`src/hw/rtl/gsbo_pkg.sv`:
```
// Shared types and constants of the gas sensor baseline settle and onset block.
// Used by gsbo_onset_line and gas_sensor_baseline_settle_and_onset; no dependencies.
package gsbo_pkg;

   // Samples per averaging window (a power of two; the mean is an arithmetic shift)
   localparam int WINDOW      = 16;
   localparam int WIN_LOG     = $clog2(WINDOW);
   // Depth of the onset delay line
   localparam int ONSET_DEPTH = 100;
   localparam int IDX_W       = $clog2(ONSET_DEPTH);
   localparam int FILL_W      = $clog2(ONSET_DEPTH + 1);

   // Field widths
   localparam int OP_W        = 2;
   localparam int SAMPLE_W    = 16;
   localparam int STATUS_W    = 3;
   localparam int SLOPE_W     = 8;
   localparam int RUNS_W      = 3;
   localparam int THR_W       = 15;
   localparam int CSR_IDX_W   = 2;
   localparam int CSR_DATA_W  = 15;
   localparam int WSUM_W      = SAMPLE_W + WIN_LOG;

   // Saturation of the flat-run counter
   localparam logic [RUNS_W-1:0] RUNS_MAX = '1;

   // Register indexes
   localparam logic [CSR_IDX_W-1:0] CSR_SLOPE_LIMIT      = 2'd0;
   localparam logic [CSR_IDX_W-1:0] CSR_FLAT_RUNS_NEEDED = 2'd1;
   localparam logic [CSR_IDX_W-1:0] CSR_RISE_THRESHOLD   = 2'd2;

   // Register reset values
   localparam logic [SLOPE_W-1:0] SLOPE_RESET = 8'd8;
   localparam logic [RUNS_W-1:0]  RUNS_RESET  = 3'd5;
   localparam logic [THR_W-1:0]   THR_RESET   = 15'd200;

   typedef enum logic [OP_W-1:0] {
      OP_SAMPLE = 2'd0,
      OP_START  = 2'd1,
      OP_ABORT  = 2'd2,
      OP_HOLD   = 2'd3
   } op_type;

   typedef enum logic [STATUS_W-1:0] {
      ST_IDLE   = 3'd0,
      ST_SETTLE = 3'd1,
      ST_DETECT = 3'd2,
      ST_ONSET  = 3'd3,
      ST_ABORT  = 3'd4
   } status_type;

   typedef enum logic [1:0] {
      PH_IDLE   = 2'd0,
      PH_SETTLE = 2'd1,
      PH_DETECT = 2'd2
   } phase_type;

   // Control from the sequencer to the delay line
   typedef struct packed {
      logic clear;
      logic push;
   } line_ctl_type;

endpackage

```
`src/hw/rtl/gsbo_onset_line.sv`:
```
// Onset delay line: a ring memory with a head pointer and a fill count.
// Depends on gsbo_pkg.
module gsbo_onset_line (
   input  logic                                   clock,
   input  logic                                   reset,
   input  gsbo_pkg::line_ctl_type                 ctl,
   input  logic signed [gsbo_pkg::SAMPLE_W-1:0]   push_sample,
   output logic signed [gsbo_pkg::SAMPLE_W-1:0]   oldest,
   output logic signed [gsbo_pkg::SAMPLE_W-1:0]   newest
);
   import gsbo_pkg::*;

   logic signed [SAMPLE_W-1:0] mem [ONSET_DEPTH];
   logic signed [SAMPLE_W-1:0] rdata_ff;
   logic [IDX_W-1:0]           head_ff, head_in;
   logic [FILL_W-1:0]          fill_ff, fill_in;
   logic [IDX_W-1:0]           rd_addr, wr_addr;
   logic                       full;
   logic [IDX_W-1:0]           head_next;

   assign full      = (fill_ff == FILL_W'(ONSET_DEPTH));
   assign head_next = (head_ff == IDX_W'(ONSET_DEPTH - 1)) ? '0 : head_ff + 1'b1;

   // Oldest entry: slot 0 while filling, the one after the head once full
   assign rd_addr = full ? head_next : '0;
   // Fill upward from slot 0, then overwrite the oldest entry
   assign wr_addr = full ? head_ff : fill_ff[IDX_W-1:0];

   // Logical view after this beat's write; unwritten slots read as zero
   assign oldest = (fill_ff == '0) ? push_sample : rdata_ff;
   assign newest = (fill_ff >= FILL_W'(ONSET_DEPTH - 1)) ? push_sample : '0;

   // Advance pointers
   always_comb begin
      head_in = head_ff;
      fill_in = fill_ff;
      if (ctl.clear) begin
         head_in = '0;
         fill_in = '0;
      end else if (ctl.push) begin
         if (full) begin
            head_in = head_next;
         end else begin
            fill_in = fill_ff + 1'b1;
         end
      end
   end

   always_ff @(posedge clock) begin
      if (reset) begin
         head_ff <= '0;
         fill_ff <= '0;
      end else begin
         head_ff <= head_in;
         fill_ff <= fill_in;
      end
   end

   // Ring memory: one write, one registered read per cycle
   always_ff @(posedge clock) begin
      if (ctl.push && !ctl.clear) begin
         mem[wr_addr] <= push_sample;
      end
      rdata_ff <= mem[rd_addr];
   end

   a_fill_bound: assert property (@(posedge clock) disable iff (reset)
      fill_ff <= FILL_W'(ONSET_DEPTH))
      else $error("delay line fill count past depth");

   a_head_only_full: assert property (@(posedge clock) disable iff (reset)
      head_ff != '0 |-> full)
      else $error("head pointer moved before the line filled");

   a_clear_resets: assert property (@(posedge clock) disable iff (reset)
      ctl.clear |=> fill_ff == '0 && head_ff == '0)
      else $error("delay line clear did not reset pointers");

endmodule

```
`src/hw/rtl/gas_sensor_baseline_settle_and_onset.sv`:
```
// Top level of the gas sensor baseline settle and onset detector.
// Depends on gsbo_pkg and gsbo_onset_line.

// Each request beat has a read step, which reads the oldest entry of the
// onset delay line from its ring memory, and an evaluate step, which
// evaluates the beat, writes the new sample back and registers the response.
// A new request is taken in the cycle its predecessor writes back; the
// response register lets the next request enter while a finished response
// waits. Settling sums live in registers; the delay line is the only memory
// and, as a fill count makes unwritten slots read as zero, needs no clearing
// pass after reset or on entering detection. The user must write the
// configuration registers through csr_write_en/csr_index/csr_wdata only
// while the block is idle; the block itself does not enforce this.
module gas_sensor_baseline_settle_and_onset (
   input  logic                                   clock,
   input  logic                                   reset,
   // configuration
   input  logic                                   csr_write_en,
   input  logic [gsbo_pkg::CSR_IDX_W-1:0]         csr_index,
   input  logic [gsbo_pkg::CSR_DATA_W-1:0]        csr_wdata,
   // request channel
   input  logic                                   req_valid,
   output logic                                   req_ready,
   input  logic [gsbo_pkg::OP_W-1:0]              req_operation,
   input  logic signed [gsbo_pkg::SAMPLE_W-1:0]   req_sample,
   input  logic                                   req_check_tick,
   // response channel
   output logic                                   rsp_valid,
   input  logic                                   rsp_ready,
   output logic [gsbo_pkg::STATUS_W-1:0]          rsp_status,
   output logic signed [gsbo_pkg::SAMPLE_W-1:0]   rsp_baseline_value,
   output logic                                   rsp_settled_now
);
   import gsbo_pkg::*;

   localparam int CMP_W  = WSUM_W + 2;
   localparam int RISE_W = SAMPLE_W + 2;

   // Configuration registers
   logic [SLOPE_W-1:0] slope_limit_ff;
   logic [RUNS_W-1:0]  flat_runs_needed_ff;
   logic [THR_W-1:0]   rise_threshold_ff;

   // Beat in flight
   logic                       busy_ff, exec_ff;
   op_type                     op_ff;
   logic signed [SAMPLE_W-1:0] sample_ff;
   logic                       tick_ff;
   logic                       req_fire, ex_fire;

   // Block state
   phase_type                  phase_ff, phase_in;
   logic signed [WSUM_W-1:0]   window_sum_ff, window_sum_in;
   logic signed [WSUM_W-1:0]   first_sum_ff, first_sum_in;
   logic [WIN_LOG-1:0]         win_cnt_ff, win_cnt_in;
   logic                       second_ff, second_in;
   logic [RUNS_W-1:0]          flat_runs_ff, flat_runs_in;
   logic signed [SAMPLE_W-1:0] baseline_ff, baseline_in;

   // Response register
   logic                       rsp_valid_ff;
   status_type                 rsp_status_ff, status_in;
   logic                       rsp_settled_ff, settled_in;

   // Datapath
   logic signed [WSUM_W-1:0]   sum_next, sum_adj, mean_full;
   logic signed [WSUM_W:0]     diff;
   logic [WSUM_W:0]            mag;
   logic [CMP_W-1:0]           twice_mag, limit_scaled;
   logic                       win_last, flat;
   logic [RUNS_W-1:0]          runs_inc;
   logic signed [SAMPLE_W-1:0] oldest, newest;
   logic signed [RISE_W-1:0]   rise;
   line_ctl_type               line_ctl;

   // Handshake
   assign ex_fire   = busy_ff && exec_ff && (!rsp_valid_ff || rsp_ready);
   assign req_ready = !busy_ff || ex_fire;
   assign req_fire  = req_valid && req_ready;

   assign rsp_valid          = rsp_valid_ff;
   assign rsp_status         = rsp_status_ff;
   assign rsp_baseline_value = baseline_ff;
   assign rsp_settled_now    = rsp_settled_ff;

   // Write configuration registers
   always_ff @(posedge clock) begin
      if (reset) begin
         slope_limit_ff      <= SLOPE_RESET;
         flat_runs_needed_ff <= RUNS_RESET;
         rise_threshold_ff   <= THR_RESET;
      end else if (csr_write_en) begin
         unique case (csr_index)
            CSR_SLOPE_LIMIT:      slope_limit_ff      <= csr_wdata[SLOPE_W-1:0];
            CSR_FLAT_RUNS_NEEDED: flat_runs_needed_ff <= csr_wdata[RUNS_W-1:0];
            CSR_RISE_THRESHOLD:   rise_threshold_ff   <= csr_wdata[THR_W-1:0];
            default: ;
         endcase
      end
   end

   // Settling arithmetic: window sum, slope test and truncated mean
   assign sum_next     = window_sum_ff + WSUM_W'(sample_ff);
   assign win_last     = (win_cnt_ff == WIN_LOG'(WINDOW - 1));
   assign diff         = (WSUM_W+1)'(first_sum_ff) - (WSUM_W+1)'(sum_next);
   assign mag          = diff[WSUM_W] ? (WSUM_W+1)'(-diff) : (WSUM_W+1)'(diff);
   assign twice_mag    = {1'b0, mag} << 1;
   assign limit_scaled = CMP_W'(slope_limit_ff) * CMP_W'(WINDOW);
   assign flat         = (twice_mag < limit_scaled);
   assign runs_inc     = (flat_runs_ff == RUNS_MAX) ? RUNS_MAX : flat_runs_ff + 1'b1;
   assign sum_adj      = sum_next + (sum_next[WSUM_W-1] ? WSUM_W'(WINDOW - 1) : '0);
   assign mean_full    = sum_adj >>> WIN_LOG;

   // Onset test
   assign rise = RISE_W'(newest) - RISE_W'(oldest);

   // Evaluate the beat in its evaluate cycle
   always_comb begin
      phase_in      = phase_ff;
      window_sum_in = window_sum_ff;
      first_sum_in  = first_sum_ff;
      win_cnt_in    = win_cnt_ff;
      second_in     = second_ff;
      flat_runs_in  = flat_runs_ff;
      baseline_in   = baseline_ff;
      status_in     = rsp_status_ff;
      settled_in    = 1'b0;
      line_ctl      = '0;
      if (ex_fire) begin
         unique case (op_ff)
            OP_START: begin
               window_sum_in = '0;
               first_sum_in  = '0;
               win_cnt_in    = '0;
               second_in     = 1'b0;
               flat_runs_in  = '0;
               phase_in      = PH_SETTLE;
               status_in     = ST_SETTLE;
            end
            OP_ABORT: begin
               phase_in  = PH_IDLE;
               status_in = ST_ABORT;
            end
            OP_HOLD: begin
               unique case (phase_ff)
                  PH_SETTLE: status_in = ST_SETTLE;
                  PH_DETECT: status_in = ST_DETECT;
                  default:   status_in = ST_IDLE;
               endcase
            end
            OP_SAMPLE: begin
               unique case (phase_ff)
                  PH_SETTLE: begin
                     status_in     = ST_SETTLE;
                     window_sum_in = sum_next;
                     win_cnt_in    = win_cnt_ff + 1'b1;
                     if (win_last) begin
                        window_sum_in = '0;
                        win_cnt_in    = '0;
                        if (!second_ff) begin
                           first_sum_in = sum_next;
                           second_in    = 1'b1;
                        end else begin
                           second_in = 1'b0;
                           if (flat) begin
                              flat_runs_in = runs_inc;
                              if (runs_inc >= flat_runs_needed_ff) begin
                                 baseline_in    = mean_full[SAMPLE_W-1:0];
                                 phase_in       = PH_DETECT;
                                 line_ctl.clear = 1'b1;
                                 settled_in     = 1'b1;
                                 status_in      = ST_DETECT;
                              end
                           end else begin
                              flat_runs_in = '0;
                           end
                        end
                     end
                  end
                  PH_DETECT: begin
                     line_ctl.push = 1'b1;
                     status_in     = ST_DETECT;
                     if (tick_ff) begin
                        baseline_in = oldest;
                        if (rise > $signed(RISE_W'(rise_threshold_ff))) begin
                           phase_in  = PH_IDLE;
                           status_in = ST_ONSET;
                        end
                     end
                  end
                  default: status_in = ST_IDLE;
               endcase
            end
            default: ;
         endcase
      end
   end

   // Hold the beat in flight: read cycle, then evaluate cycle
   always_ff @(posedge clock) begin
      if (reset) begin
         busy_ff <= 1'b0;
         exec_ff <= 1'b0;
      end else if (req_fire) begin
         busy_ff <= 1'b1;
         exec_ff <= 1'b0;
      end else if (busy_ff && !exec_ff) begin
         exec_ff <= 1'b1;
      end else if (ex_fire) begin
         busy_ff <= 1'b0;
         exec_ff <= 1'b0;
      end
   end

   always_ff @(posedge clock) begin
      if (req_fire) begin
         op_ff     <= op_type'(req_operation);
         sample_ff <= req_sample;
         tick_ff   <= req_check_tick;
      end
   end

   // Update block state
   always_ff @(posedge clock) begin
      if (reset) begin
         phase_ff      <= PH_IDLE;
         window_sum_ff <= '0;
         first_sum_ff  <= '0;
         win_cnt_ff    <= '0;
         second_ff     <= 1'b0;
         flat_runs_ff  <= '0;
         baseline_ff   <= '0;
      end else begin
         phase_ff      <= phase_in;
         window_sum_ff <= window_sum_in;
         first_sum_ff  <= first_sum_in;
         win_cnt_ff    <= win_cnt_in;
         second_ff     <= second_in;
         flat_runs_ff  <= flat_runs_in;
         baseline_ff   <= baseline_in;
      end
   end

   // Drive the response register
   always_ff @(posedge clock) begin
      if (reset) begin
         rsp_valid_ff   <= 1'b0;
         rsp_status_ff  <= ST_IDLE;
         rsp_settled_ff <= 1'b0;
      end else if (ex_fire) begin
         rsp_valid_ff   <= 1'b1;
         rsp_status_ff  <= status_in;
         rsp_settled_ff <= settled_in;
      end else if (rsp_ready) begin
         rsp_valid_ff <= 1'b0;
      end
   end

   gsbo_onset_line u_line (
      .clock       (clock),
      .reset       (reset),
      .ctl         (line_ctl),
      .push_sample (sample_ff),
      .oldest      (oldest),
      .newest      (newest)
   );

   a_read_then_exec: assert property (@(posedge clock) disable iff (reset)
      busy_ff && !exec_ff |=> busy_ff && exec_ff)
      else $error("beat skipped its evaluate cycle");

   a_settled_detect: assert property (@(posedge clock) disable iff (reset)
      rsp_valid_ff && rsp_settled_ff |-> rsp_status_ff == ST_DETECT)
      else $error("settled beat not reported as detecting");

   a_push_in_detect: assert property (@(posedge clock) disable iff (reset)
      line_ctl.push |-> phase_ff == PH_DETECT && ex_fire)
      else $error("delay line written outside detection");

   a_no_push_clear: assert property (@(posedge clock) disable iff (reset)
      !(line_ctl.push && line_ctl.clear))
      else $error("delay line push and clear together");

endmodule
```
`config.mk`:
```
export PLATFORM = sky130hd
export DESIGN_NAME = gas_sensor_baseline_settle_and_onset
export DESIGN_NICKNAME = d
export VERILOG_FILES = /design/src/hw/rtl/gsbo_pkg.sv /design/src/hw/rtl/gsbo_onset_line.sv /design/src/hw/rtl/gas_sensor_baseline_settle_and_onset.sv
export SDC_FILE = /design/constraint.sdc
export NUM_CORES = 2
export LEC_CHECK = 0
export BUFFER_PORTS_ARGS = -buffer_cell sky130_fd_sc_hd__buf_2
export CAP_MARGIN = 20
export CORE_ASPECT_RATIO = 2
export CORE_MARGIN = 5
export CORE_UTILIZATION = 45
export CTS_CLUSTER_DIAMETER = 200
export DETAILED_ROUTE_END_ITERATION = 12
export PLACE_DENSITY = 0.57
export RECOVER_POWER = 50
export REMOVE_ABC_BUFFERS = 1
export SLEW_MARGIN = 15
export SYNTH_ARGS = -nofsm -noshare
export SYNTH_HDL_FRONTEND = slang
export SYNTH_SLANG_ARGS = --single-unit
```
`constraint.sdc`:
```
create_clock -name clock -period 11.8 [get_ports clock]
set_input_delay 0 -clock clock [delete_from_list [all_inputs] [get_ports clock]]
set_output_delay 0 -clock clock [all_outputs]
set_load 0.005 [all_outputs]
```
==> impl_metrics.json <==
{
  "failed_checks": "max-capacitance violations, max-slew violations",
  "initial_core_util": 0.4522,
  "grt_pass1_vias": 41180,
  "arrival_ns": 11.10,
  "clock_latency_ns": 0.80,
  "critPathMaxFanout": 101,
  "htree_num_levels": 4,
  "ff2ff_path_depth": 16,
  "grt_pass1_wl_mm": 292.6,
  "power.total_mw": 12.22,
  "post_dp_cell_area_sq_um": 75410,
  "cts_buffers": 158,
  "cts_sinks": 1748,
  "slowest_stage": "clkbuf_1",
  "die_h_um": 575.3,
  "clk_transition_reported_paths_ns": 0.07,
  "ys_seq_area_frac": 0.7120,
  "clock_tree_from_tritoncts": "done",
  "die_width_um": 292.7,
  "ios": 63,
  "avgViaCountPerCell": 5.938,
  "first_pass_iters": 8,
  "grt_max_degree": 137,
  "antenna_found_initial": 6,
  "timing.max_cap.violations": 28,
  "yosys_warnings": 0,
  "critical-path-max-stage-delay_ns": 4.56,
  "p_per_area_nw_per_um2": 150.8,
  "cp-start-kind": "flop",
  "timing.critical_path.to_type": "flop",
  "min_cycle_time_layout_ns": 10.44,
  "synth_async_sr_flop_share": 0,
  "filler_cell_count": 13000,
  "synth_cell_area_sq_um": 71900,
  "power_leakage_nw": 25.80,
  "synth.top_cell.area_share": 0.6761,
  "synth_enable_flop_cells": 1619,
  "mostFrequentLayoutCells": "edfxtp_1 (1,619), nand2_1 (517), mux4_2 (400)",
  "synthTopCellsByArea": "edfxtp_1 (68%), mux4_2 (13%), dfxtp_1 (3.6%)",
  "critPathBufInv": 1,
  "route.final.wire_length_mm": 203.8,
  "portBuffers": 62,
  "cts_max_path_buffers": 4,
  "core_area_sq_um": 159000,
  "max_clock_skew_ns": 0.05402,
  "post-cts-setup-buffer-count": 0,
  "r2r_setup_slack_ns": 1.36,
  "hp-start": "req_sample[3]",
  "kind_of_path_behind_the_tightest_hold_check": "input port to flop",
  "gpl.final_weighted_congestion": 0.9840,
  "place_hpwl_mm": 132.2,
  "nets": 4625,
  "cp_data_required_time_ns": 12.46,
  "detail_route.iter0.violations": 3302,
  "synthesis.instances": 4243,
  "worst-setup-path-type": "flop to flop",
  "holdPathStages": 2,
  "timing.max_slew.rel_slack": -3.367,
  "worst_hold_path.endpoint": "sample_ff[3]$_DFFE_PP_",
  "cts_root_buffer": "clkbuf_16",
  "unrepaired_setup_endpoints_after_global_routing": "no",
  "final_common_cell": "edfxtp_1",
  "worst_slew_pin_slew_ns": 6.550,
  "synth_area_leader_cell": "edfxtp_1",
  "final_core_util": 0.5097,
  "setup_tns_final_ns": 0,
  "postSynthAreaPerCell_sq_um": 16.95,
  "grt_util_all_layers": 0.2380,
  "dominant_register_cell_in_the_synthesized_netlist": "edfxtp_1",
  "hold_violations": 0,
  "reg_to_reg_endpoint": "rsp_status[0]$_SDFFE_PP0P_",
  "fin_area_sq_um": 81060,
  "drc_errors": 0,
  "final-max-slew-violation-count": 1479,
  "drive_above_1_share": 0.1835,
  "syn2layout_area_growth_pct": 12.73,
  "grt_overflow_total": 0,
  "row_cnt": 207,
  "status": "finished, violations left",
  "vias": 39790,
  "synth_cell_types": 82,
  "ant_nets": 0,
  "critPathTopFamily": "buffers and inverters",
  "synth.ff_latch_count": 1748,
  "setup_violations": 0,
  "die-area_sq_um": 168400,
  "layout_worst_path_cycle_share": 0.8846,
  "detail_route.wl_per_cell_um": 30.41,
  "crit_path_start": "sample_ff[9]$_DFFE_PP_",
  "irDropWorstVdd_mv": 0.08673,
  "path_cells": "clkbuf_1, mux2i_1, ha_1, o21a_1, o41ai_1, o211ai_1, a21oi_1, ha_1, nand2_1, nor2_1, a221oi_1, a21oi_1, nor2_1, nor3_1, a211oi_1, o41ai_1",
  "timing.fmax_mhz": 95.80,
  "worst_reg2reg_path_startpoint": "sample_ff[9]$_DFFE_PP_"
}
area by class of cell:
cell class                      count  area, sq um  area share
Tap cell                         2090         2615     0.03226
Inverter                           85        319.1    0.003936
Antenna cell                        5        12.51   0.0001544
Clock inverter                     79        748.2    0.009231
Multi-Input combinational cell   2183        19610      0.2420
Clock buffer                      193         4225     0.05213
Sequential cell                  1748        51200      0.6317
Timing Repair Buffer              318         2323     0.02867
synthesized netlist by cell type, types with 27 or more instances:
cell type	n
dfxtp_1	129
a311oi_1	65
inv_1	84
edfxtp_1	1619
buf_1	54
xnor2_1	48
a21oi_1	95
a31oi_1	40
o21ai_0	44
nor2_1	236
nand2_1	520
mux4_2	400
clkbuf_1	159
a21o_1	38
nand3_1	136
a22oi_1	36
a211oi_1	30
nor3_1	27
and2_1	27
and3_1	61
ha_1	87
mux2i_1	37
cell families (layout without fill, tap and decap cells):
family | Yosys count | count (layout) | share of synthesized area
muxes | 442 | 442 | 0.1313
adders and majority gates | 95 | 95 | 0.01670
and+or+nand+nor | 1101 | 1101 | 0.06781
DFF | 1748 | 1748 | 0.7120
AOI/OAI and AO/OA | 472 | 472 | 0.04608
other | 0 | 5 | 0
xor gates and xnor gates | 73 | 73 | 0.009466
buffers and inverters | 312 | 675 | 0.01662
registers in the layout, summed over array words and instances, names as in the netlist, 3 cells and up:
signal	count
u_line.head_ff	7
rsp_baseline_value	16
u_line.fill_ff	7
slope_limit_ff	8
flat_runs_ff	3
u_line.mem	1600
rsp_status	3
flat_runs_needed_ff	3
window_sum_ff	20
u_line.rdata_ff	16
win_cnt_ff	4
rise_threshold_ff	15
sample_ff	16
first_sum_ff	20
repair_timing:
item                      CTS  global route
hold endpoints to repair   79             0
hold buffers               81             0
resized for setup           0             0
report_power, final:
group	switching, mW	total, mW	internal (mW)
Combinational	0.260	0.339	0.0791
Sequential	0.00737	6.80	6.79
Clock	2.25	5.08	2.84
per-stage QoR:
step	std cells	setup slack (ns)	hold slack [ns]
after CTS	6695	1.660	0.001536
final	6701	1.361	0.02884
after global placement	6337	1.801	0.1805
after global routing	6700	0.9052	0.02236
after detailed placement	6342	1.705	0.1840
after floorplan	4016	-9.034	0.06907
worst max-delay path by stage:
stage                                   endpoint  depth (start not counted)
floorplan             u_line.rdata_ff[0]$_DFF_P_                         11
global placement     u_line.mem[17][4]$_DFFE_PP_                         33
detailed placement  u_line.mem[89][13]$_DFFE_PP_                         33
CTS                 u_line.mem[89][13]$_DFFE_PP_                         33
global route          rsp_status[0]$_SDFFE_PP0P_                         24
finish                rsp_status[0]$_SDFFE_PP0P_                         16
per-layer routing:
layer  wire (um)  up-vias  part of all wire  global-route usage
li1            -    17240                 -                   -
met5           0        -                 0                   0
met2      107500     1381              0.53              0.4294
met4       16710        0             0.082              0.1531
met3        8974      487             0.044             0.02336
met1       70620    20680              0.35              0.2689
No activity file was read; power rests on OpenSTA's default activity.
